===== src/rtl/explicit_diffusion_stencil_2d_assert.svh =====
// assertion macros shared by the diffusion stencil rtl
// used by files that check their own pipeline invariants; no other dependencies
`ifndef EXPLICIT_DIFFUSION_STENCIL_2D_ASSERT_SVH
`define EXPLICIT_DIFFUSION_STENCIL_2D_ASSERT_SVH

// condition implies consequence in the same cycle
`define EDS2D_ASSERT_NOW(label, clk, rst_n, ante, cons) \
    label: assert property (@(posedge clk) disable iff (!rst_n) (ante) |-> (cons)) \
        else $error("eds2d same-cycle check failed");

// condition implies consequence in the next cycle
`define EDS2D_ASSERT_NEXT(label, clk, rst_n, ante, cons) \
    label: assert property (@(posedge clk) disable iff (!rst_n) (ante) |=> (cons)) \
        else $error("eds2d next-cycle check failed");

`endif


===== src/rtl/eds2d_pkg.sv =====
// shared constants, types and helpers for the 2-d diffusion stencil
// no dependencies
`default_nettype none

package eds2d_pkg;

    localparam int unsigned VALUE_W     = 32;
    localparam int unsigned GAIN_W      = 16;
    localparam int unsigned FRAC_W      = 16;
    localparam int unsigned LEN_REG_W   = 11;
    localparam int unsigned CNT_REG_W   = 13;
    localparam int unsigned LINE_W      = 12;
    localparam int unsigned MAX_LINES   = 4096;
    localparam int unsigned MIN_EXTENT  = 3;
    localparam int unsigned STENCIL_LAG = 2;
    localparam int unsigned CFG_IDX_W   = 2;
    localparam int unsigned CFG_DATA_W  = 16;

    // datapath widths: difference, gain product, product sum, rounded, result
    localparam int unsigned DIFF_W = VALUE_W + 2;
    localparam int unsigned PROD_W = DIFF_W + GAIN_W + 1;
    localparam int unsigned SUM_W  = PROD_W + 1;
    localparam int unsigned RND_W  = SUM_W - FRAC_W;
    localparam int unsigned RES_W  = RND_W + 1;

    localparam logic [CFG_IDX_W-1:0] REG_GAIN_X      = 2'd0;
    localparam logic [CFG_IDX_W-1:0] REG_GAIN_Y      = 2'd1;
    localparam logic [CFG_IDX_W-1:0] REG_LINE_LENGTH = 2'd2;
    localparam logic [CFG_IDX_W-1:0] REG_LINE_COUNT  = 2'd3;

    typedef struct packed {
        logic emit;   // item completes an interior cell
        logic eot;    // that cell is the last interior cell of the tile
        logic fresh;  // line buffer entry never written, reads as zero
    } t_pos_flags;

    function automatic logic [CNT_REG_W-1:0] clamp_count(input logic [CNT_REG_W-1:0] v);
        logic [CNT_REG_W-1:0] r;
        if (v < CNT_REG_W'(MIN_EXTENT)) begin
            r = CNT_REG_W'(MIN_EXTENT);
        end else if (v > CNT_REG_W'(MAX_LINES)) begin
            r = CNT_REG_W'(MAX_LINES);
        end else begin
            r = v;
        end
        return r;
    endfunction

endpackage

`default_nettype wire


===== src/rtl/eds2d_stencil.sv =====
// stencil window, line buffer write-back and fixed-point update pipeline
// depends on eds2d_pkg and explicit_diffusion_stencil_2d_assert.svh
`default_nettype none
`include "explicit_diffusion_stencil_2d_assert.svh"

module eds2d_stencil import eds2d_pkg::*; #(
    parameter int unsigned MAX_LINE = 1024,
    localparam int unsigned AW      = $clog2(MAX_LINE)
) (
    input  wire logic                      i_clk,
    input  wire logic                      i_rst_n,
    input  wire logic                      i_accept,
    input  wire logic signed [VALUE_W-1:0] i_x,
    input  wire logic [AW-1:0]             i_addr,
    input  wire t_pos_flags                i_flags,
    output logic                           o_in_ready,
    input  wire logic [VALUE_W-1:0]        i_newer_q,
    input  wire logic [VALUE_W-1:0]        i_older_q,
    output logic                           o_ram_we,
    output logic [AW-1:0]                  o_ram_waddr,
    output logic [VALUE_W-1:0]             o_newer_wdata,
    output logic [VALUE_W-1:0]             o_older_wdata,
    input  wire logic [GAIN_W-1:0]         i_gain_x,
    input  wire logic [GAIN_W-1:0]         i_gain_y,
    output logic                           o_valid,
    input  wire logic                      i_ready,
    output logic [VALUE_W-1:0]             o_value,
    output logic                           o_last
);

    // window: centre, north, west, east
    logic signed [VALUE_W-1:0] r_w_centre, r_w_north, r_w_west, r_w_east;

    logic                      r_s1_v;
    logic signed [VALUE_W-1:0] r_s1_x;
    logic [AW-1:0]             r_s1_addr;
    t_pos_flags                r_s1_flags;

    logic                      r_s2_v;
    logic signed [DIFF_W-1:0]  r_s2_dxx, r_s2_dyy;
    logic signed [VALUE_W-1:0] r_s2_c;
    logic                      r_s2_eot;

    logic                      r_s3_v;
    logic signed [PROD_W-1:0]  r_s3_px, r_s3_py;
    logic signed [VALUE_W-1:0] r_s3_c;
    logic                      r_s3_eot;

    logic                      r_out_v;
    logic [VALUE_W-1:0]        r_out_value;
    logic                      r_out_last;

    logic                      free3, free2, free1, s1_move;
    logic signed [VALUE_W-1:0] south, older_here;
    logic signed [DIFF_W-1:0]  n_dxx, n_dyy;
    logic signed [PROD_W-1:0]  n_px, n_py;
    logic signed [SUM_W-1:0]   sum_rnd;
    logic signed [RND_W-1:0]   rnd;
    logic signed [RES_W-1:0]   res;
    logic [VALUE_W-1:0]        n_value;

    // each stage takes a beat when the next one is empty or moving on
    assign free3      = !r_out_v || i_ready;
    assign free2      = !r_s3_v || free3;
    assign free1      = !r_s2_v || free2;
    assign s1_move    = r_s1_v && (!r_s1_flags.emit || free1);
    assign o_in_ready = !r_s1_v || s1_move;

    always_comb begin
        south      = r_s1_flags.fresh ? '0 : $signed(i_newer_q);
        older_here = r_s1_flags.fresh ? '0 : $signed(i_older_q);
        n_dxx = DIFF_W'(r_w_east) + DIFF_W'(r_w_west) - (DIFF_W'(r_w_centre) <<< 1);
        n_dyy = DIFF_W'(south) + DIFF_W'(r_w_north) - (DIFF_W'(r_w_centre) <<< 1);
    end

    assign o_ram_we      = s1_move;
    assign o_ram_waddr   = r_s1_addr;
    assign o_newer_wdata = r_s1_x;
    assign o_older_wdata = south;

    always_ff @(posedge i_clk) begin
        if (!i_rst_n) begin
            r_s1_v <= 1'b0;
        end else if (o_in_ready) begin
            r_s1_v <= i_accept;
        end
    end

    always_ff @(posedge i_clk) begin
        if (i_accept) begin
            r_s1_x     <= i_x;
            r_s1_addr  <= i_addr;
            r_s1_flags <= i_flags;
        end
    end

    always_ff @(posedge i_clk) begin
        if (!i_rst_n) begin
            r_w_centre <= '0;
            r_w_north  <= '0;
            r_w_west   <= '0;
            r_w_east   <= '0;
        end else if (s1_move) begin
            r_w_north  <= r_w_centre;
            r_w_centre <= south;
            r_w_west   <= older_here;
            r_w_east   <= r_s1_x;
        end
    end

    always_ff @(posedge i_clk) begin
        if (!i_rst_n) begin
            r_s2_v <= 1'b0;
        end else if (free1) begin
            r_s2_v <= s1_move && r_s1_flags.emit;
        end
    end

    always_ff @(posedge i_clk) begin
        if (free1 && s1_move && r_s1_flags.emit) begin
            r_s2_dxx <= n_dxx;
            r_s2_dyy <= n_dyy;
            r_s2_c   <= r_w_centre;
            r_s2_eot <= r_s1_flags.eot;
        end
    end

    // gains are unsigned q0.16, zero-extended before the signed multiply
    always_comb begin
        n_px = r_s2_dxx * $signed({1'b0, i_gain_x});
        n_py = r_s2_dyy * $signed({1'b0, i_gain_y});
    end

    always_ff @(posedge i_clk) begin
        if (!i_rst_n) begin
            r_s3_v <= 1'b0;
        end else if (free2) begin
            r_s3_v <= r_s2_v;
        end
    end

    always_ff @(posedge i_clk) begin
        if (free2 && r_s2_v) begin
            r_s3_px  <= n_px;
            r_s3_py  <= n_py;
            r_s3_c   <= r_s2_c;
            r_s3_eot <= r_s2_eot;
        end
    end

    // round half up to q16.16 by arithmetic shift, add centre, saturate
    always_comb begin
        sum_rnd = SUM_W'(r_s3_px) + SUM_W'(r_s3_py) + SUM_W'(1 << (FRAC_W - 1));
        rnd     = sum_rnd[SUM_W-1:FRAC_W];
        res     = RES_W'(r_s3_c) + RES_W'(rnd);
        if (res[RES_W-1] && !(&res[RES_W-2:VALUE_W-1])) begin
            n_value = {1'b1, {(VALUE_W-1){1'b0}}};
        end else if (!res[RES_W-1] && (|res[RES_W-2:VALUE_W-1])) begin
            n_value = {1'b0, {(VALUE_W-1){1'b1}}};
        end else begin
            n_value = res[VALUE_W-1:0];
        end
    end

    always_ff @(posedge i_clk) begin
        if (!i_rst_n) begin
            r_out_v <= 1'b0;
        end else if (free3) begin
            r_out_v <= r_s3_v;
        end
    end

    always_ff @(posedge i_clk) begin
        if (free3 && r_s3_v) begin
            r_out_value <= n_value;
            r_out_last  <= r_s3_eot;
        end
    end

    assign o_valid = r_out_v;
    assign o_value = r_out_value;
    assign o_last  = r_out_last;

    `EDS2D_ASSERT_NOW(a_eot_is_interior, i_clk, i_rst_n, r_s1_v && r_s1_flags.eot, r_s1_flags.emit)
    `EDS2D_ASSERT_NOW(a_no_rw_collision, i_clk, i_rst_n, i_accept && s1_move, i_addr != r_s1_addr)
    `EDS2D_ASSERT_NEXT(a_out_needs_s3, i_clk, i_rst_n, !r_s3_v && !r_out_v, !r_out_v)

endmodule

`default_nettype wire


===== config.mk =====
export PLATFORM = sky130hd
export DESIGN_NAME = eds2d_stencil
export DESIGN_NICKNAME = d
export VERILOG_FILES = /design/src/rtl/eds2d_pkg.sv /design/src/rtl/eds2d_stencil.sv
export VERILOG_INCLUDE_DIRS = /design/src /design/src/rtl
export SDC_FILE = /design/constraint.sdc
export NUM_CORES = 2
export LEC_CHECK = 0
export BUFFER_PORTS_ARGS = -buffer_cell sky130_fd_sc_hd__buf_4
export CORE_AREA = 4 4 341 343
export DETAILED_ROUTE_END_ITERATION = 6
export DIE_AREA = 0 0 345 347
export PLACE_DENSITY = 0.72
export RECOVER_POWER = 25
export SLEW_MARGIN = 0
export SYNTH_ARGS = -nofsm -noshare
export SYNTH_HDL_FRONTEND = slang
export SYNTH_SLANG_ARGS = --single-unit
export TNS_END_PERCENT = 5

===== constraint.sdc =====
create_clock -name i_clk -period 14.1 [get_ports i_clk]
set_input_delay 0.705 -clock i_clk [delete_from_list [all_inputs] [get_ports i_clk]]
set_output_delay 0.705 -clock i_clk [all_outputs]
set_load 0.05 [all_outputs]

# Word level (Yosys, flattened, before mapping)
# Index checks and enable logic that the tools add are counted.
[totals]
register_bits = 446
wordCells = 57
output_inout_bits = 110
in_bits = 145
[op_classes]
addsub = 7
mul = 2
n_reduce_logical = 22
mux = 3
[ops]
columns = ["cell", "n"]
rows = [
  ["$mul 34x17->51", 2],
  ["$mux 32", 3],
  ["$sub 33x33->34", 2],
  ["$add 32x32->33", 2],
  ["$add 51x51->52", 1],
  ["$add 52x17->52 const B", 1],
  ["$add 32x36->37", 1],
  ["$logic_and 1x1->1", 8],
  ["$logic_not 1->1", 7],
  ["$logic_or 1x1->1", 5],
  ["$reduce_and 5->1", 1],
  ["$reduce_or 5->1", 1],
]

# Logic depth before layout (Yosys ltp)
[logic_depth]
word_depth = 8
mapped_depth = 28
depth_no_buf = 27

# Least setup slack after synthesis
# Ideal clock, no wire load.
[synth_timing]
path_type = "input to register"
start = "in i_ready"
end = "reg r_s3_c[0] (enable)"
setup_ns = 0.836
t_arrival_ns = 10.535
path_buffers = 0
path_slack_ns = 2.729
required_time_ns = 13.264
stages = 2
path_cell_list = "nor2b_1 a21boi_0"
[synth_via]
elab_chain_cells = 3
[synth_lines]
columns = ["item", "line_no", "source"]
rows = [
  ["start: declaration", "eds2d_stencil.sv:26", "input wire logic i_ready,"],
  ["$logic_or 1x1->1", "eds2d_stencil.sv:63", "assign free3 = !r_out_v || i_ready;"],
  ["$logic_or 1x1->1", "eds2d_stencil.sv:64", "assign free2 = !r_s3_v || free3;"],
  ["$logic_and 1x1->1", "eds2d_stencil.sv:143", "if (free2 && r_s2_v) begin"],
  ["end signal: assignment", "eds2d_stencil.sv:146", "r_s3_c <= r_s2_c;"],
  ["end: declaration", "eds2d_stencil.sv:46", "logic signed [VALUE_W-1:0] r_s3_c;"],
]
# Every way passes these cells.
# A chain may end at the register's enable or synchronous reset.

# Worst setup path in the final report
[layout_timing]
start = "reg r_s2_dxx[17]"
end = "reg r_s3_px[48], data pin"
[layout_via]
elab_chain_cells = 1
[layout_lines]
columns = ["item", "line_no", "source"]
rows = [
  ["start: declaration", "eds2d_stencil.sv:40", "logic signed [DIFF_W-1:0] r_s2_dxx, r_s2_dyy;"],
  ["start signal: assignment", "eds2d_stencil.sv:121", "r_s2_dxx <= n_dxx;"],
  ["$mul 34x17->51", "eds2d_stencil.sv:130", "n_px = r_s2_dxx * $signed({1'b0, i_gain_x});"],
  ["net n_px[48]", "eds2d_stencil.sv:56", "logic signed [PROD_W-1:0] n_px, n_py;"],
  ["end signal: assignment", "eds2d_stencil.sv:144", "r_s3_px <= n_px;"],
  ["end: declaration", "eds2d_stencil.sv:45", "logic signed [PROD_W-1:0] r_s3_px, r_s3_py;"],
]
# The timed path passes the listed nets, and every way through them passes these cells.

==> flow_summary.yaml <==
placement:
  place.gp.congestion: 0.921
  hpwlAfterDp_microns: 127000
  io_buffers: 254
cells_and_area:
  fin_nets: 8312
  fill_cells: 9829
  layout_commonest_cell: "inv_1"
  regArea_sq_mm: 0.0121
  multi_input_area_sq_mm: 0.0431
  areaGrowthSynthToFinish_pct: 7.35
  layout_common_cells: "1554 x inv_1, 1099 x fa_1, 1012 x nand2_1, 444 x ha_1, 396 x and2_1"
  drive_above_1_share_pct: 6.03
timing:
  relSlewSlack_pct: -160
  hold_viol_final: 0
  fmax_mhz: 131
  setup_tns_ns: 0
  report.final.slew_viol_count: 251
  worst-slew-pin-transition_ns: 3.90
  fin_crit_sh_pct: 54.2
  rsz0062_at_grt: "no"
  clock_skew_ns: 0.0814
  final-setup-viol-count: 0
  period_minus_slack_ns: 7.65
routing:
  first_pass_iters: 5
  drtIter0Drc: 3132
  via_per_inst: 5.44
  ant_nets: 0
  wirelength_microns: 160000
  drcViolationCount: 0
  wl_per_cell_microns: 19.5
  vias: 44517
clocking:
  cts_buffers: 50
  clock-sinks: 446
  cts_setup_buffers: 0
  post_cts_resized: 0
  cts_buffer_depth: 3
  cts_tree: "done"
  htreeDepth: 2
  clk_latency_ns: 0.65
  cts_hold_buf: 0
  path_clk_slew_ns: 0.06
  cts_root_buffer: "clkbuf_16"
logic_synthesis:
  synthArstFlopShare_pct: 0
  yosys.area.top_type: "fa_1"
  synthesis.nets: 8235
  synthCells: 6547
  synth_ff_type: "edfxtp_1"
  synth_top_area_share_pct: 35.5
  synth_area_leaders: "fa_1 36%, edfxtp_1 15%, inv_1 9.4%, ha_1 9.0%, nand2_1 6.1%"
  yosysUniqueCellTypes: 82
  syn_area_per_cell_sq_um: 9.46
  synthesis.area_sq_mm: 0.0620
  seq_area_frac_synth_pct: 19.5
  ys_ff_latch: 446
  ys_warn_count: 0
  synth_edf_count: 314
global_routing:
  antenna_found_initial: 6
  grt.busiest_layer: "met2"
  grt_pass1_vias: 47122
  grt_use_met2_pct: 45.1
  grtUsageMet1_pct: 36.4
  grt_max_degree: 107
  grt_pass1_wl_microns: 256000
  grt_overflow: 0
  gr-usage-met3_pct: 4.87
  track_usage_pct: 27.2
die:
  fp.dieW_microns: 345
  io_pins: 255
  die-area_sq_mm: 0.120
  die_h_microns: 347
  start_util_pct: 54.6
  core_area_sq_mm: 0.114
  fp-row-count: 124
flow_run:
  drv_cap: 4
outcome:
  violations: "max-capacitance violations, max-slew violations"
  outcome: "complete, but fails checks"
setup_path:
  reg2reg_depth: 22
  critPathArrivalTime_ns: 8.04
  critical_path_class: "flip-flop to flip-flop"
  start_kind: "flip-flop"
  critPathCaptureType: "flip-flop"
  cp_max_fo: 16
  worstPathRequired_ns: 14.49
worst_hold_path:
  min_delay_path_depth: 1
  hold_class: "input port to flip-flop"
-- registers in the layout, indices dropped and copies added (netlist names) --
register and flops:
r_s2_v 1, r_s3_v 1, r_w_north 32, o_newer_wdata 32, r_w_east 32, r_s3_c 32, o_ram_waddr 10, r_s2_dyy 34
r_s3_eot 1, r_s2_dxx 34, o_valid 1, r_s3_px 51, r_s2_eot 1, r_s1_v 1, r_w_west 32, r_s3_py 51
o_last 1, r_w_centre 32, r_s2_c 32, r_s1_flags 3, o_value 32
-- routing by layer --
metal | wire [microns] | part of all wire (%)
met2 | 76300 | 48
met1 | 64600 | 40
met4 | 6070 | 3.8
met5 | 14 | 0.0088
met3 | 12800 | 8.0
-- Yosys cell counts (all sizes together), types with 6 or more instances --
cell       n
o31a       6
nor2b     28
a21o     109
xor2      73
clkbuf   230
dfxtp    132
nor3      35
nand3b    34
or2       11
nand3     29
buf       10
fa      1099
nand2b    58
nor2     114
edfxtp   314
and2     400
a221oi     9
a21boi   140
inv     1555
nand2   1013
a211oi    20
nand4     18
o21ai     82
a31oi     18
a21oi    212
and3      23
o31ai      9
a211o      8
and4       8
o21bai    34
ha       444
or3       11
o21a      35
o211ai    10
xnor2    144
a31o       8
-- layout make-up --
| class | count | area share (%) |
|---|---|---|
| Clock inverter | 29 | 0.410 |
| Tap cell | 1512 | 2.84 |
| Inverter | 1555 | 8.78 |
| Timing Repair Buffer | 265 | 2.95 |
| Sequential cell | 446 | 18.2 |
| Multi-Input combinational cell | 4306 | 64.9 |
| Antenna cell | 3 | 0.0113 |
| Clock buffer | 63 | 2.00 |
-- per-stage QoR --
stage               instances  utilization [%]  setup WS (ns)  instance area [sq um]  hold slack (ns)
floorplan                6547                -           2.73                  62000            0.400
global placement         8084             57.2           6.50                  64900            0.403
detailed placement       8084             57.2           6.42                  64900            0.405
CTS                      8176             58.6           6.58                  66500            0.194
global route             8177             58.6           6.08                  66500            0.224
finish                   8179             58.6           6.45                  66500            0.252
-- path summary, 6_finish.rpt --
kind | end | slack (ns) | startpoint
min reg2reg | r_s3_c[11] | 0.42 | r_s2_c[11]
max reg2reg | r_s3_px[48] | 6.45 | r_s2_dxx[17]
min | r_s1_flags[0] | 0.25 | i_flags[0]
max | r_s3_px[48] | 6.45 | r_s2_dxx[17]
-- cell families after synthesis --
family                     share of synthesized area [%]
and+or+nand+nor                                     13.6
buffers and inverters                               11.0
adders and majority gates                           44.5
AOI/OAI and AO/OA                                   8.40
DFF                                                 19.5
xor gates and xnor gates                            3.07
-- worst max-delay path, stage by stage (launching register included) --
cell and delay [ns]:
edfxtp_1 0.92, nand2_1 0.19, fa_1 0.54, fa_1 0.53
fa_1 0.54, inv_1 0.06, fa_1 0.49, fa_1 0.51
inv_1 0.05, fa_1 0.47, inv_1 0.04, ha_1 0.33
a21oi_1 0.16, o21ai_0 0.14, o41ai_1 0.34, nor2_1 0.09
a211oi_1 0.66, a2111oi_2 0.25, o31ai_1 0.32, nand2b_1 0.16
a221o_1 0.34, a21oi_1 0.17, xnor2_1 0.09
Power is left out: the tool's default activity adds up to more than one toggle a clock period on the data nets, which glitch-free logic cannot reach.
