`src/rtl/explicit_diffusion_stencil_2d_assert.svh`:
```
// assertion macros shared by the diffusion stencil rtl
// used by files that check their own pipeline invariants; no other dependencies
`ifndef EXPLICIT_DIFFUSION_STENCIL_2D_ASSERT_SVH
`define EXPLICIT_DIFFUSION_STENCIL_2D_ASSERT_SVH

// condition implies consequence in the same cycle
`define EDS2D_ASSERT_NOW(label, clk, rst_n, ante, cons) \
    label: assert property (@(posedge clk) disable iff (!rst_n) (ante) |-> (cons)) \
        else $error("eds2d same-cycle check failed");

// condition implies consequence in the next cycle
`define EDS2D_ASSERT_NEXT(label, clk, rst_n, ante, cons) \
    label: assert property (@(posedge clk) disable iff (!rst_n) (ante) |=> (cons)) \
        else $error("eds2d next-cycle check failed");

`endif

```
`src/rtl/eds2d_pkg.sv`:
```
// shared constants, types and helpers for the 2-d diffusion stencil
// no dependencies
`default_nettype none

package eds2d_pkg;

    localparam int unsigned VALUE_W     = 32;
    localparam int unsigned GAIN_W      = 16;
    localparam int unsigned FRAC_W      = 16;
    localparam int unsigned LEN_REG_W   = 11;
    localparam int unsigned CNT_REG_W   = 13;
    localparam int unsigned LINE_W      = 12;
    localparam int unsigned MAX_LINES   = 4096;
    localparam int unsigned MIN_EXTENT  = 3;
    localparam int unsigned STENCIL_LAG = 2;
    localparam int unsigned CFG_IDX_W   = 2;
    localparam int unsigned CFG_DATA_W  = 16;

    // datapath widths: difference, gain product, product sum, rounded, result
    localparam int unsigned DIFF_W = VALUE_W + 2;
    localparam int unsigned PROD_W = DIFF_W + GAIN_W + 1;
    localparam int unsigned SUM_W  = PROD_W + 1;
    localparam int unsigned RND_W  = SUM_W - FRAC_W;
    localparam int unsigned RES_W  = RND_W + 1;

    localparam logic [CFG_IDX_W-1:0] REG_GAIN_X      = 2'd0;
    localparam logic [CFG_IDX_W-1:0] REG_GAIN_Y      = 2'd1;
    localparam logic [CFG_IDX_W-1:0] REG_LINE_LENGTH = 2'd2;
    localparam logic [CFG_IDX_W-1:0] REG_LINE_COUNT  = 2'd3;

    typedef struct packed {
        logic emit;   // item completes an interior cell
        logic eot;    // that cell is the last interior cell of the tile
        logic fresh;  // line buffer entry never written, reads as zero
    } t_pos_flags;

    function automatic logic [CNT_REG_W-1:0] clamp_count(input logic [CNT_REG_W-1:0] v);
        logic [CNT_REG_W-1:0] r;
        if (v < CNT_REG_W'(MIN_EXTENT)) begin
            r = CNT_REG_W'(MIN_EXTENT);
        end else if (v > CNT_REG_W'(MAX_LINES)) begin
            r = CNT_REG_W'(MAX_LINES);
        end else begin
            r = v;
        end
        return r;
    endfunction

endpackage

`default_nettype wire

```
`src/rtl/eds2d_pos_ctrl.sv`:
```
// raster position counters, stencil flags and line buffer fill count
// depends on eds2d_pkg
`default_nettype none

module eds2d_pos_ctrl import eds2d_pkg::*; #(
    parameter int unsigned MAX_LINE = 1024,
    localparam int unsigned AW      = $clog2(MAX_LINE),
    localparam int unsigned LW      = $clog2(MAX_LINE + 1)
) (
    input  wire logic                 i_clk,
    input  wire logic                 i_rst_n,
    input  wire logic                 i_accept,
    input  wire logic [LW-1:0]        i_len,
    input  wire logic [CNT_REG_W-1:0] i_cnt,
    input  wire logic                 i_wr_en,
    input  wire logic [AW-1:0]        i_wr_addr,
    output logic      [AW-1:0]        o_addr,
    output t_pos_flags                o_flags
);

    logic [AW-1:0]        r_cell;
    logic [LINE_W-1:0]    r_line;
    logic [LW-1:0]        r_fill;

    logic                 wrap_cell;
    logic [CNT_REG_W-1:0] line_pre;
    logic [AW-1:0]        p;
    logic [LINE_W-1:0]    l;
    logic [LW-1:0]        p_inc;
    logic [CNT_REG_W-1:0] l_inc;

    // wrap left over from a shorter line or tile set while idle
    always_comb begin
        wrap_cell = LW'(r_cell) >= i_len;
        line_pre  = wrap_cell ? CNT_REG_W'(r_line) + CNT_REG_W'(1) : CNT_REG_W'(r_line);
        p         = wrap_cell ? '0 : r_cell;
        l         = (line_pre >= i_cnt) ? '0 : line_pre[LINE_W-1:0];
        p_inc     = LW'(p) + LW'(1);
        l_inc     = CNT_REG_W'(l) + CNT_REG_W'(1);
    end

    assign o_addr        = p;
    assign o_flags.emit  = (l >= LINE_W'(STENCIL_LAG)) && (p >= AW'(STENCIL_LAG));
    assign o_flags.eot   = (CNT_REG_W'(l) == i_cnt - CNT_REG_W'(1))
                           && (LW'(p) == i_len - LW'(1));
    assign o_flags.fresh = LW'(p) >= r_fill;

    always_ff @(posedge i_clk) begin
        if (!i_rst_n) begin
            r_cell <= '0;
            r_line <= '0;
        end else if (i_accept) begin
            if (p_inc >= i_len) begin
                r_cell <= '0;
                r_line <= (l_inc >= i_cnt) ? '0 : l_inc[LINE_W-1:0];
            end else begin
                r_cell <= p_inc[AW-1:0];
                r_line <= l;
            end
        end
    end

    // positions are always written in ascending order from zero,
    // so the written entries are exactly those below the fill count
    always_ff @(posedge i_clk) begin
        if (!i_rst_n) begin
            r_fill <= '0;
        end else if (i_wr_en && (LW'(i_wr_addr) >= r_fill)) begin
            r_fill <= LW'(i_wr_addr) + LW'(1);
        end
    end

endmodule

`default_nettype wire

```
`config.mk`:
```
export PLATFORM = sky130hd
export DESIGN_NAME = eds2d_pos_ctrl
export DESIGN_NICKNAME = d
export VERILOG_FILES = /design/src/rtl/explicit_diffusion_stencil_2d_assert.svh /design/src/rtl/eds2d_pkg.sv /design/src/rtl/eds2d_pos_ctrl.sv
export SDC_FILE = /design/constraint.sdc
export NUM_CORES = 1
export LEC_CHECK = 0
export ABC_AREA = 0
export BUFFER_PORTS_ARGS = -buffer_cell sky130_fd_sc_hd__buf_2
export CAP_MARGIN = 10
export CORE_MARGIN = 2
export CORE_UTILIZATION = 60
export CTS_CLUSTER_SIZE = 30
export DETAILED_ROUTE_END_ITERATION = 10
export GPL_ROUTABILITY_DRIVEN = 0
export PLACE_DENSITY_LB_ADDON = 0.05
export REMOVE_ABC_BUFFERS = 1
export SYNTH_ARGS = -nofsm -noshare
export SYNTH_HDL_FRONTEND = slang
export SYNTH_SLANG_ARGS = --single-unit
```
`constraint.sdc`:
```
create_clock -name i_clk -period 7.6 [get_ports i_clk]
set_input_delay 0 -clock i_clk [delete_from_list [all_inputs] [get_ports i_clk]]
set_output_delay 0 -clock i_clk [all_outputs]
set_load 0.05 [all_outputs]
```
### After elaboration in Yosys (flattened, before gate mapping)

Index checks and enable logic that the tools add are counted.

* register bits after elaboration: 33
* output and inout bits: 13
* logic and storage cells: 28
* input port bits: 38

* multiplexer cells: 6
* add/subtract/negate cells: 6
* equal/unequal tests: 2
* reductions and logical operators: 3
* $lt $le $gt $ge: 8

Operators with widths (number)
* $mux W12: 3
* $ge A10 B11 Y1: 3
* $add A12 B1 Y13 const B: 2
* $ge A13 B13 Y1: 2
* $add A10 B1 Y11 const B: 2
* $mux W10: 2
* $eq A12 B13 Y1: 1
* $mux W13: 1
* $sub A13 B1 Y13 const B: 1
* $ge A12 B2 Y1 const B: 1
* $eq A10 B11 Y1: 1
* $ge A11 B11 Y1: 1
* $sub A11 B1 Y11 const B: 1
* $ge A10 B2 Y1 const B: 1
* $logic_and A1 B1 Y1: 3

### Logic depth before layout (Yosys ltp)

Gate-level depths: netlist (run 1).

* depth after elaboration: 8
* gate-level depth with buffers: 33
* depth with buffers taken out: 29

### Worst setup path after synthesis (run 1)

OpenSTA, ideal clock, no wires.

* path kind: flip-flop to flip-flop
* from: register r_cell[0]
* to: register r_line[9]
* cell stages (with the launch flop): 32
* path buffers: 2
* setup slack: 1020 ps
* library setup time: 58 ps
* data arrival time: 6522 ps
* data required time: 7542 ps
* clock period less this slack: 6580 ps
* path through: dfxtp_1 -> inv_1 -> ha_1 -> nand2b_4 -> a2111oi_4 -> nor3_2 -> buf_2 -> o2111a_1 -> xnor2_1 -> inv_1 -> ha_1 -> a21oi_1 -> o21a_1 -> o21ai_0 -> a21oi_1 -> clkbuf_1 -> and2_1 -> ha_1 -> inv_1 -> nor4_1 -> a41oi_1 -> or2_2 -> ha_1 -> a21o_1 -> a311oi_1 -> o211ai_1 -> a21oi_1 -> nand3_1 -> inv_1 -> nand3_1 -> o21ai_0 -> o21a_1

* word-level cells in the longest chain between the ends: 8
* elaborated cells on any way between the ends: 11
* classes of those cells: add/sub: 2; order compare: 4; mux: 5

Ends and longest elaborated chain
* start: declaration: line eds2d_pos_ctrl.sv:21 `logic [AW-1:0] r_cell;`
* start signal: assignment: line eds2d_pos_ctrl.sv:57 `r_cell <= p_inc[AW-1:0];`
* $ge A10 B11 Y1: line eds2d_pos_ctrl.sv:34 `wrap_cell = LW'(r_cell) >= i_len;`
* $mux W13: line eds2d_pos_ctrl.sv:35 `line_pre = wrap_cell ? CNT_REG_W'(r_line) + CNT_REG_W'(1) : CNT_REG_W'(r_line);`
* $ge A13 B13 Y1: line eds2d_pos_ctrl.sv:37 `l = (line_pre >= i_cnt) ? '0 : line_pre[LINE_W-1:0];`
* $mux W12: line eds2d_pos_ctrl.sv:37
* $add A12 B1 Y13: line eds2d_pos_ctrl.sv:39 `l_inc = CNT_REG_W'(l) + CNT_REG_W'(1);`
* $ge A13 B13 Y1: line eds2d_pos_ctrl.sv:55 `r_line <= (l_inc >= i_cnt) ? '0 : l_inc[LINE_W-1:0];`
* $mux W12: line eds2d_pos_ctrl.sv:55
* $mux W12 *: line eds2d_pos_ctrl.sv:53 `if (p_inc >= i_len) begin`
* end signal: assignment: line eds2d_pos_ctrl.sv:55
* end signal: assignment: line eds2d_pos_ctrl.sv:58 `r_line <= l;`
* end: declaration: line eds2d_pos_ctrl.sv:22 `logic [LINE_W-1:0] r_line;`

Mark *: on every way between the ends. The rest lies on a longest branch, timed or not.
A chain may end at the register's enable or synchronous reset.

### Final worst setup path (run 1)

* from: register r_cell[8]
* to: register r_line[9]

The elaborated chain is that of the path after synthesis.

==> summary.md, run 1 <==
| Metric | Value |
|---|---|
| Status | `completed` |
| CP Launch Type | `register` |
| Fin. max-slew vios | `0` |
| Final WL | `15.1 mm` |
| Seq/Total Area, Yosys | `0.132` |
| Starting density of the core | `0.614` |
| EDFF count, synth | `0` |
| TritonCTS clock tree | `built` |
| Area leader, netlist | `ha_1` |
| Synth Warn # | `0` |
| Hold crit path type | `input port to register` |
| # rows | `33` |
| DIE HEIGHT | `between 90 and 100 um` |
| Rel. slew slack | `0.216` |
| P_leak | `between 2 and 3 nW` |
| CP required | `7840 ps` |
| Resized cells post-CTS | `0` |
| Async SR Flop Fraction | `0` |
| Synth area leaders | `ha_1, dfxtp_1, xnor2_1, inv_1, nor2_1` |
| CTS Buffer Depth | `2` |
| Clk sinks | `33` |
| Crit share post-route | `0.914` |
| Most common cell in the netlist | `ha_1` |
| CP Capture Type | `register` |
| R2R depth | `29` |
| Max incr delay on CP | `500 ps` |
| Buffer count from post-CTS setup fixing | `0` |
| Hold Crit Depth | `3` |
| Clock Latency Late Sink | `290 ps` |
| Crit path from | `r_cell[8]` |
| IO Count | `between 50 and 60` |
| Via/cell ratio | `around 6.4` |
| RSZ-0062 raised after global routing | `no` |
| Area delta synth->final | `8.99%` |
| Number of global-route vias before repair | `about 5k` |
| IO Port Bufs | `50` |
| Setup-failing EPs final | `0` |
| Worst setup path category | `register to register` |
| Antenna violations before repair | `0` |
| Maxcap violations | `0` |
| Worst Max-Slew Pin Slew | `between 1000 and 1500 ps` |
| Clock Tree Root | `clkbuf_8` |
| Crit Path Max Fanout | `15` |
| Core ar. | `0.00818 mm2` |
| Avg Inst Size Synth | `7.47 um2` |
| Vias post-DR | `5280` |
| Worst r2r src | `r_cell[8]` |
| Fillers | `749` |
| Post-synth top flop | `dfxtp_1` |
| Drt drc | `0` |
| Die width | `about 95 um` |
| Top cell type's share of synthesized area | `0.187` |
| Hold Violations, Final | `0` |
| CP max-delay cell | `or4_1` |
| First drt pass iteration count | `4` |
| Final worst path period need | `6940 ps` |
| Synthesized instance count | `about 670` |
| Total CTS buffers | `5` |
| CP most frequent cell | `ha_1` |
| Largest net degree at the start of global routing | `29` |
| Initial DRC Count | `between 300 and 400` |
| Post-synth top cells | `ha_1, inv_1, nor2_1` |
| Clk pin slew, worst setup/hold paths | `around 80 ps` |
| Setup Skew | `8.12 ps` |
| Post-CTS Hold Buffers | `1` |
| Routed Antenna Nets | `0` |
| Pwr Total | `between 0.5 and 0.6 mW` |
| Fmax | `around 0.14 GHz` |
| Drt wl/cell | `18.4 um` |
| Mapped cell area | `0.00502 mm2` |
| Pwr dens | `between 90 and 100 mW/mm2` |
| DIE AREA | `~0.009 mm2` |
| H-tree depth | `2` |
| HP Start | `i_rst_n` |
| First-pass GRT wire length | `roughly 24 mm` |
| Nets@finish | `roughly 830` |
| GRT Util Overall | `0.338` |
| Post-route setup TNS | `0 ps` |
| Crit path DAT | `between 7000 and 8000 ps` |
| ANT cells | `0` |
| Detailed Place HPWL | `12.1 mm` |
| Unique masters post-synth | `66` |
| Layout cells sized above 1 | `0.123` |
| VDD IR-drop max | `0.0920 mV` |
| Global route overflow | `0` |
| Seq cells post-synth | `33` |
## flip-flops by register name, indices dropped and copies added, names as in the netlist
signal  count
r_cell     10
r_fill     11
r_line     12
## report_power, final
| part | switching [mW] | total (mW) | internal [mW] |
|---|---|---|---|
| clock network | 0.0759 | 0.139 | 0.0634 |
| logic | 0.125 | 0.206 | 0.0807 |
| registers | 0.00909 | 0.192 | 0.183 |
| total | 0.210 | 0.537 | 0.327 |
## layout by cell type, fill, tap and decap left out, types with 4 or more instances in the layout
cell / count
nand3_1: 31
o31ai_1: 4
a41oi_1: 4
ha_1: 75
o21ai_0: 25
xnor2_1: 40
a211oi_1: 17
nor2b_1: 5
buf_2: 50
xor2_1: 16
a21o_1: 10
nand2_1: 50
nor2_1: 59
a31oi_1: 8
nand4_1: 14
a21oi_1: 32
or4_1: 4
nand2b_1: 7
mux2i_1: 7
dfxtp_1: 33
clkbuf_8: 5
a311oi_1: 4
o21a_1: 16
o22ai_1: 5
nor4_1: 16
a22oi_1: 7
inv_1: 59
buf_4: 11
o211ai_1: 9
and3_1: 14
nor3_1: 19
## critical path: cells and delay by family (launching register included)
family / cells / cell delay [ps]
compound gates: 14 / 2570
simple gates: 6 / 1730
xor+xnor: 1 / 450
fa+ha+maj: 4 / 1040
buf+inv: 4 / 630
flops: 1 / 450
## worst paths after layout
path / slack [ps] / end
worst min register to register: 500 / r_fill[3]
worst max-delay path: 660 / r_line[9]
worst max register to register: 660 / r_line[9]
worst min-delay path: 40 / r_line[2]
## per-layer routing
metal  share of wire  global-route usage
met2            0.48               0.596
met1            0.42               0.392
met5               0                   0
met4           0.052               0.181
met3           0.049              0.0506
## through the flow
step | util | area (um2) | setup slack [ps] | cells | hold slack [ps]
CTS | 0.670 | 5470 | 771 | 820 | 35.5
global route | 0.670 | 5470 | 124 | 820 | 31.9
detailed placement | 0.658 | 5380 | 848 | 811 | 243
global placement | 0.658 | 5380 | 1030 | 811 | 236
floorplan | - | 4910 | 1030 | 645 | 89.4
finish | 0.670 | 5470 | 656 | 820 | 40.1
## cells by family after synthesis
group,share of synthesized area
flops,0.132
simple gates,0.253
xor+xnor,0.105
fa+ha+maj,0.187
compound gates,0.238
buf+inv,0.0665
mux,0.0184
## area by class of cell
type / count / area (um2) / share of cell area
repair buffers: 62 / 343 / 0.0626
multi-input cells: 552 / 4030 / 0.736
well taps: 105 / 131 / 0.0240
clock inverters: 3 / 17.5 / 0.00320
clock buffers: 5 / 68.8 / 0.0126
inverters: 60 / 225 / 0.0411
flip-flops and latches: 33 / 661 / 0.121
(Power assumes the default switching activity.)
==> inputs of run 2 (changes only) <==
- PLACE_DENSITY_LB_ADDON: 0.05 -> 0.15
==> run 2 against run 1 <==
Clock power decreased by 3%. Clock skew is 2.1 ps lower. First-iteration DRC count grew 32%. Worst hold slack lost 18 ps. Critical endpoint unchanged. Non-clock buffer count decreased by 3. Critical path type unchanged. Wire length is 0.15% higher. Die area stayed put. Sequential power about the same. Design area is 0.18% lower.
==> summary.md, run 2 (synthesis gave the netlist of run 1 again) <==
| Metric | Value |
|---|---|
| Crit share post-route | `0.937` |
| Fmax | `0.140 GHz` |
| Fin util | `0.668` |
| Pwr dens | `97.8 mW/mm2` |
| Area delta synth->final | `8.79%` |
| Detailed Place HPWL | `~12 mm` |
| Maxcap violations | `0` |
| Number of global-route vias before repair | `5158` |
| CTS Buffer Depth | `2` |
| Clock Latency Late Sink | `300 ps` |
| Worst Path Buf+Inv | `4` |
| Largest net degree at the start of global routing | `29` |
| Starting density of the core | `0.614` |
| Hold crit path type | `input port to register` |
| Max incr delay on CP | `510 ps` |
| Max reg flops | `12` |
| Routed Antenna Nets | `0` |
| Top flop regs | `r_line: 12 flops, r_fill: 11 flops, r_cell: 10 flops` |
| IO Port Bufs | `50` |
| Largest register by flop count | `r_line` |
| Clk sinks | `33` |
| # rows | `33` |
| P_leak | `2.55 nW` |
| Worst setup path category | `register to register` |
| CP required | `7840 ps` |
| Rel. slew slack | `0.158` |
| DIE AREA | `0.00912 mm2` |
| Delay-heaviest family, CP | `compound AO/OA/AOI/OAI gates` |
| Core ar. | `0.00818 mm2` |
| HP Start | `i_rst_n` |
| Global route overflow | `0` |
| DIE HEIGHT | `95.5 um` |
| RSZ-0062 raised after global routing | `no` |
| Fin. max-slew vios | `0` |
| R2R depth | `28` |
| Crit Path Max Fanout | `8` |
| Via/cell ratio | `6.52` |
| CP max-delay cell | `or4_1` |
| ANT cells | `0` |
| Hold Path Sink | `r_line[8]` |
| Layout cells sized above 1 | `0.121` |
| Final WL | `roughly 15 mm` |
| Fin Hold WS | `about 22 ps` |
| Drt drc | `0` |
| Final instance area | `0.00546 mm2` |
| Post-route setup TNS | `0 ps` |
| Setup Skew | `6.01 ps` |
| CP Launch Type | `register` |
| Initial DRC Count | `406` |
| Setup-failing EPs final | `0` |
| First drt pass iteration count | `7` |
| Nets@finish | `approximately 820` |
| H-tree depth | `2` |
| TritonCTS clock tree | `built` |
| CP Capture Type | `register` |
| R2R setup slack | `480 ps` |
| Vias post-DR | `5327` |
| Crit path DAT | `about 7400 ps` |
| VDD IR-drop max | `approximately 0.080 mV` |
| Worst Max-Slew Pin Slew | `1230 ps` |
| Clk pin slew, worst setup/hold paths | `80 ps` |
| Final worst path period need | `7120 ps` |
| Hold Violations, Final | `0` |
| Most frequent cells in the layout | `ha_1, inv_1, nor2_1` |
| First-pass GRT wire length | `~24 mm` |
| IO Count | `51` |
| GRT Util Overall | `0.335` |
| Status | `completed` |
| Commonest non-fill, non-tap cell in the layout | `ha_1` |
| Total CTS buffers | `5` |
| Hold Crit Depth | `2` |
| Worst r2r src | `r_cell[8]` |
| Drt wl/cell | `18.5 um` |
| CP most frequent cell | `ha_1` |
| Die width | `~95 um` |
| Crit Reg-Reg Endpoint | `r_line[9]` |
| Antenna violations before repair | `0` |
| Clock Tree Root | `clkbuf_8` |
| Dpl cell area | `0.00536 mm2` |
run 2: cell count changes in the layout (fill, tap and decap cells not counted):
cell / previous run / this run
buf_4: 11 / 8
nor3_4: 0 / 1
nor4_1: 16 / 15
nor3_2: 1 / 0
nor4_2: 0 / 1
run 2: power breakdown:
| group | leakage [nW] | switching, mW | internal (mW) | total [mW] |
|---|---|---|---|---|
| sequential | 0.269 | 0.00928 | 0.183 | 0.192 |
| clock | 0.0439 | 0.0720 | 0.0632 | 0.135 |
| combinational | 2.24 | 0.127 | 0.0805 | 0.207 |
| total | 2.55 | 0.208 | 0.326 | 0.534 |
run 2: metal layers:
metal	global-route usage	wire (um)
met1	0.400	6040
met2	0.574	7180
met3	0.0443	1140
met4	0.196	783
met5	0	0
run 2: repair_timing:
action / CTS / global route
setup endpoints to repair: 0 / 9
hold endpoints to repair: 1 / 0
setup buffers: 0 / 0
hold buffers: 1 / 0
resized for setup: 0 / 2
run 2: per-stage QoR:
step                std cells  power [mW]  worst slack (ps)
floorplan                 645       0.334              1030
global placement          808       0.391               786
detailed placement        808       0.398               495
CTS                       817       0.533               487
global route              817       0.567               131
finish                    817       0.534               479
run 2: worst max path at each step:
stage              start   endpoint  slack [ps]  depth (start not counted)
5_1_grt        r_cell[8]  r_line[9]         130                         27
3_5_place_dp   r_cell[6]  r_line[9]         490                         27
4_1_cts        r_cell[6]  r_line[9]         490                         27
3_3_place_gp   r_cell[6]  r_line[9]         790                         28
6_report       r_cell[8]  r_line[9]         480                         28
2_1_floorplan  r_cell[6]  r_line[9]        1030                         28
run 2: layout make-up:
cell class,count,area (um2)
clock buffers,5,68.8
multi-input cells,552,4040
clock inverters,3,17.5
well taps,105,131
repair buffers,59,320
inverters,60,225
flip-flops and latches,33,661
fillers,717,2710
==> inputs of run 3 (changes only) <==
- CELL_PAD_IN_SITES_DETAIL_PLACEMENT: default -> 0
- CELL_PAD_IN_SITES_GLOBAL_PLACEMENT: default -> 2
- CORE_ASPECT_RATIO: default -> 1.75
- CORE_UTILIZATION: 60 -> 36
==> run 3 against run 2 <==
Worst hold slack better by 11 ps. Register-to-register slack better by 370 ps. Die area is 64% higher. Total power is 26% higher. Largest cell class unchanged. Clock power grew 100%. Highest routed layer unchanged.
==> summary.md, run 3 (synthesis gave the netlist of run 1 again) <==
| Metric | Value |
|---|---|
| First-pass GRT wire length | `29.0 mm` |
| Vias post-DR | `5185` |
| TritonCTS clock tree | `built` |
| Clock power share | `0.402` |
| Combinational fraction of design power | `0.313` |
| Post-route setup TNS | `0 ps` |
| CTS Buffer Depth | `2` |
| Final WL | `18.3 mm` |
| Maxcap violations | `0` |
| Rel. slew slack | `0.353` |
| Antenna violations before repair | `0` |
| CP required | `7830 ps` |
| Routed Antenna Nets | `0` |
| IO Count | `around 50` |
| Hold Violations, Final | `0` |
| Drt drc | `0` |
| Layout cells sized above 1 | `0.139` |
| Most frequent cells in the layout | `ha_1, inv_1, nor2_1` |
| VDD IR-drop max | `approximately 0.09 mV` |
| Final worst path period need | `~6700 ps` |
| DIE HEIGHT | `160 um` |
| Setup-failing EPs final | `0` |
| Pint | `0.451 mW` |
| CP Launch Type | `register` |
| GRT Util Overall | `0.252` |
| Net Sw Frac | `0.331` |
| Clock Latency Late Sink | `290 ps` |
| DIE AREA | `between 0.01 and 0.015 mm2` |
| First drt pass iteration count | `6` |
| Starting density of the core | `0.365` |
| ANT cells | `0` |
| # rows | `57` |
| Pwr dens | `117 mW/mm2` |
| Fmax | `0.148 GHz` |
| IO Port Bufs | `50` |
| CP max-delay cell | `or4_1` |
| RSZ-0062 raised after global routing | `no` |
| Clock Tree Root | `clkbuf_16` |
| Setup Skew | `~3.7 ps` |
| R2R setup slack | `850 ps` |
| Crit share post-route | `0.888` |
| Clk sinks | `33` |
| P_leak | `2.67 nW` |
| Total CTS buffers | `5` |
| Status | `completed` |
| Drt wl/cell | `20.2 um` |
| Worst setup path category | `register to register` |
| Top flop regs | `r_line: 12 flops, r_fill: 11 flops, r_cell: 10 flops` |
| Pwr Total | `0.674 mW` |
| Max reg flops | `12` |
| Clk pin slew, worst setup/hold paths | `60 ps` |
| Die width | `just over 90 um` |
| Nets@finish | `838` |
| Sw Pwr | `0.223 mW` |
| Core ar. | `roughly 0.014 mm2` |
| Fin util | `0.419` |
| Largest register by flop count | `r_line` |
| Sequential share of power | `0.285` |
| Worst Max-Slew Pin Slew | `970 ps` |
| Delay-heaviest family, CP | `compound AO/OA/AOI/OAI gates` |
| Crit Path Max Fanout | `14` |
| Commonest non-fill, non-tap cell in the layout | `ha_1` |
| H-tree depth | `2` |
| Global route overflow | `0` |
| Number of global-route vias before repair | `5417` |
| Initial DRC Count | `between 150 and 200` |
| Detailed Place HPWL | `15.2 mm` |
| Largest net degree at the start of global routing | `29` |
| Crit path DAT | `6980 ps` |
| Via/cell ratio | `5.74` |
| Max incr delay on CP | `520 ps` |
| CP Capture Type | `register` |
| Buffer count from post-CTS setup fixing | `0` |
| Area delta synth->final | `14.7%` |
| Fillers | `around 1.5k` |
| Hold crit path type | `input port to register` |
| Worst Path Buf+Inv | `6` |
| Fin. max-slew vios | `0` |
[run 3: cell count changes in the layout (fill, tap and decap cells not counted), moves of 2 or more]
cell       delta
clkbuf_8      -5
clkbuf_16     +5
bufinv_16     +2
buf_4        +14
[run 3: tightest hold or removal path: stages]
cell	delay (ps)
buf_2	120
a41oi_1	100
nor2_1	70
[run 3: area by class of cell]
class | instances | area (um2) | area share
Multi-Input combinational cell | 552 | 4040 | 0.701
Sequential cell | 33 | 661 | 0.115
Timing Repair Buffer | 73 | 425 | 0.0738
Inverter | 60 | 225 | 0.0391
Tap cell | 177 | 221 | 0.0384
Clock buffer | 5 | 125 | 0.0217
Clock inverter | 3 | 65.1 | 0.0113
[run 3: worst paths after layout]
path                 from          to  depth (start not counted)
min reg2reg     r_fill[7]   r_fill[7]                          2
max reg2reg     r_cell[0]   r_line[9]                         31
max             r_cell[0]   r_line[9]                         31
min          i_wr_addr[8]  r_fill[10]                          3
[run 3: stage by stage]
step	area [um2]	instances	hold slack, ps	setup WS [ps]
CTS	5750	903	37.9	678
floorplan	4910	645	89.4	1030
finish	5760	903	32.8	850
global route	5760	903	79.7	99.4
detailed placement	5550	894	236	720
global placement	5550	894	240	820
[run 3: power groups by stage]
stage	combinational, mW	sequential [mW]	clock (mW)
after floorplan	0.142	0.193	0
after global placement	0.208	0.195	0
after detailed placement	0.211	0.196	0
after CTS	0.214	0.192	0.278
after global routing	0.237	0.193	0.283
final	0.211	0.192	0.271
[run 3: repair_timing]
item / 4_1_cts / 5_1_grt
endpoints found under the hold margin: 1 / 0
hold buffers: 1 / 0
endpoints found under the setup margin: 0 / 2
resized for setup: 0 / 2
[run 3: routing by layer]
layer,track usage,up-vias,wire (um)
met2,0.483,125,10200
met4,0.182,0,1430
met3,0.0156,60,372
met1,0.243,2422,6320
met5,0,-,0
li1,-,2578,-
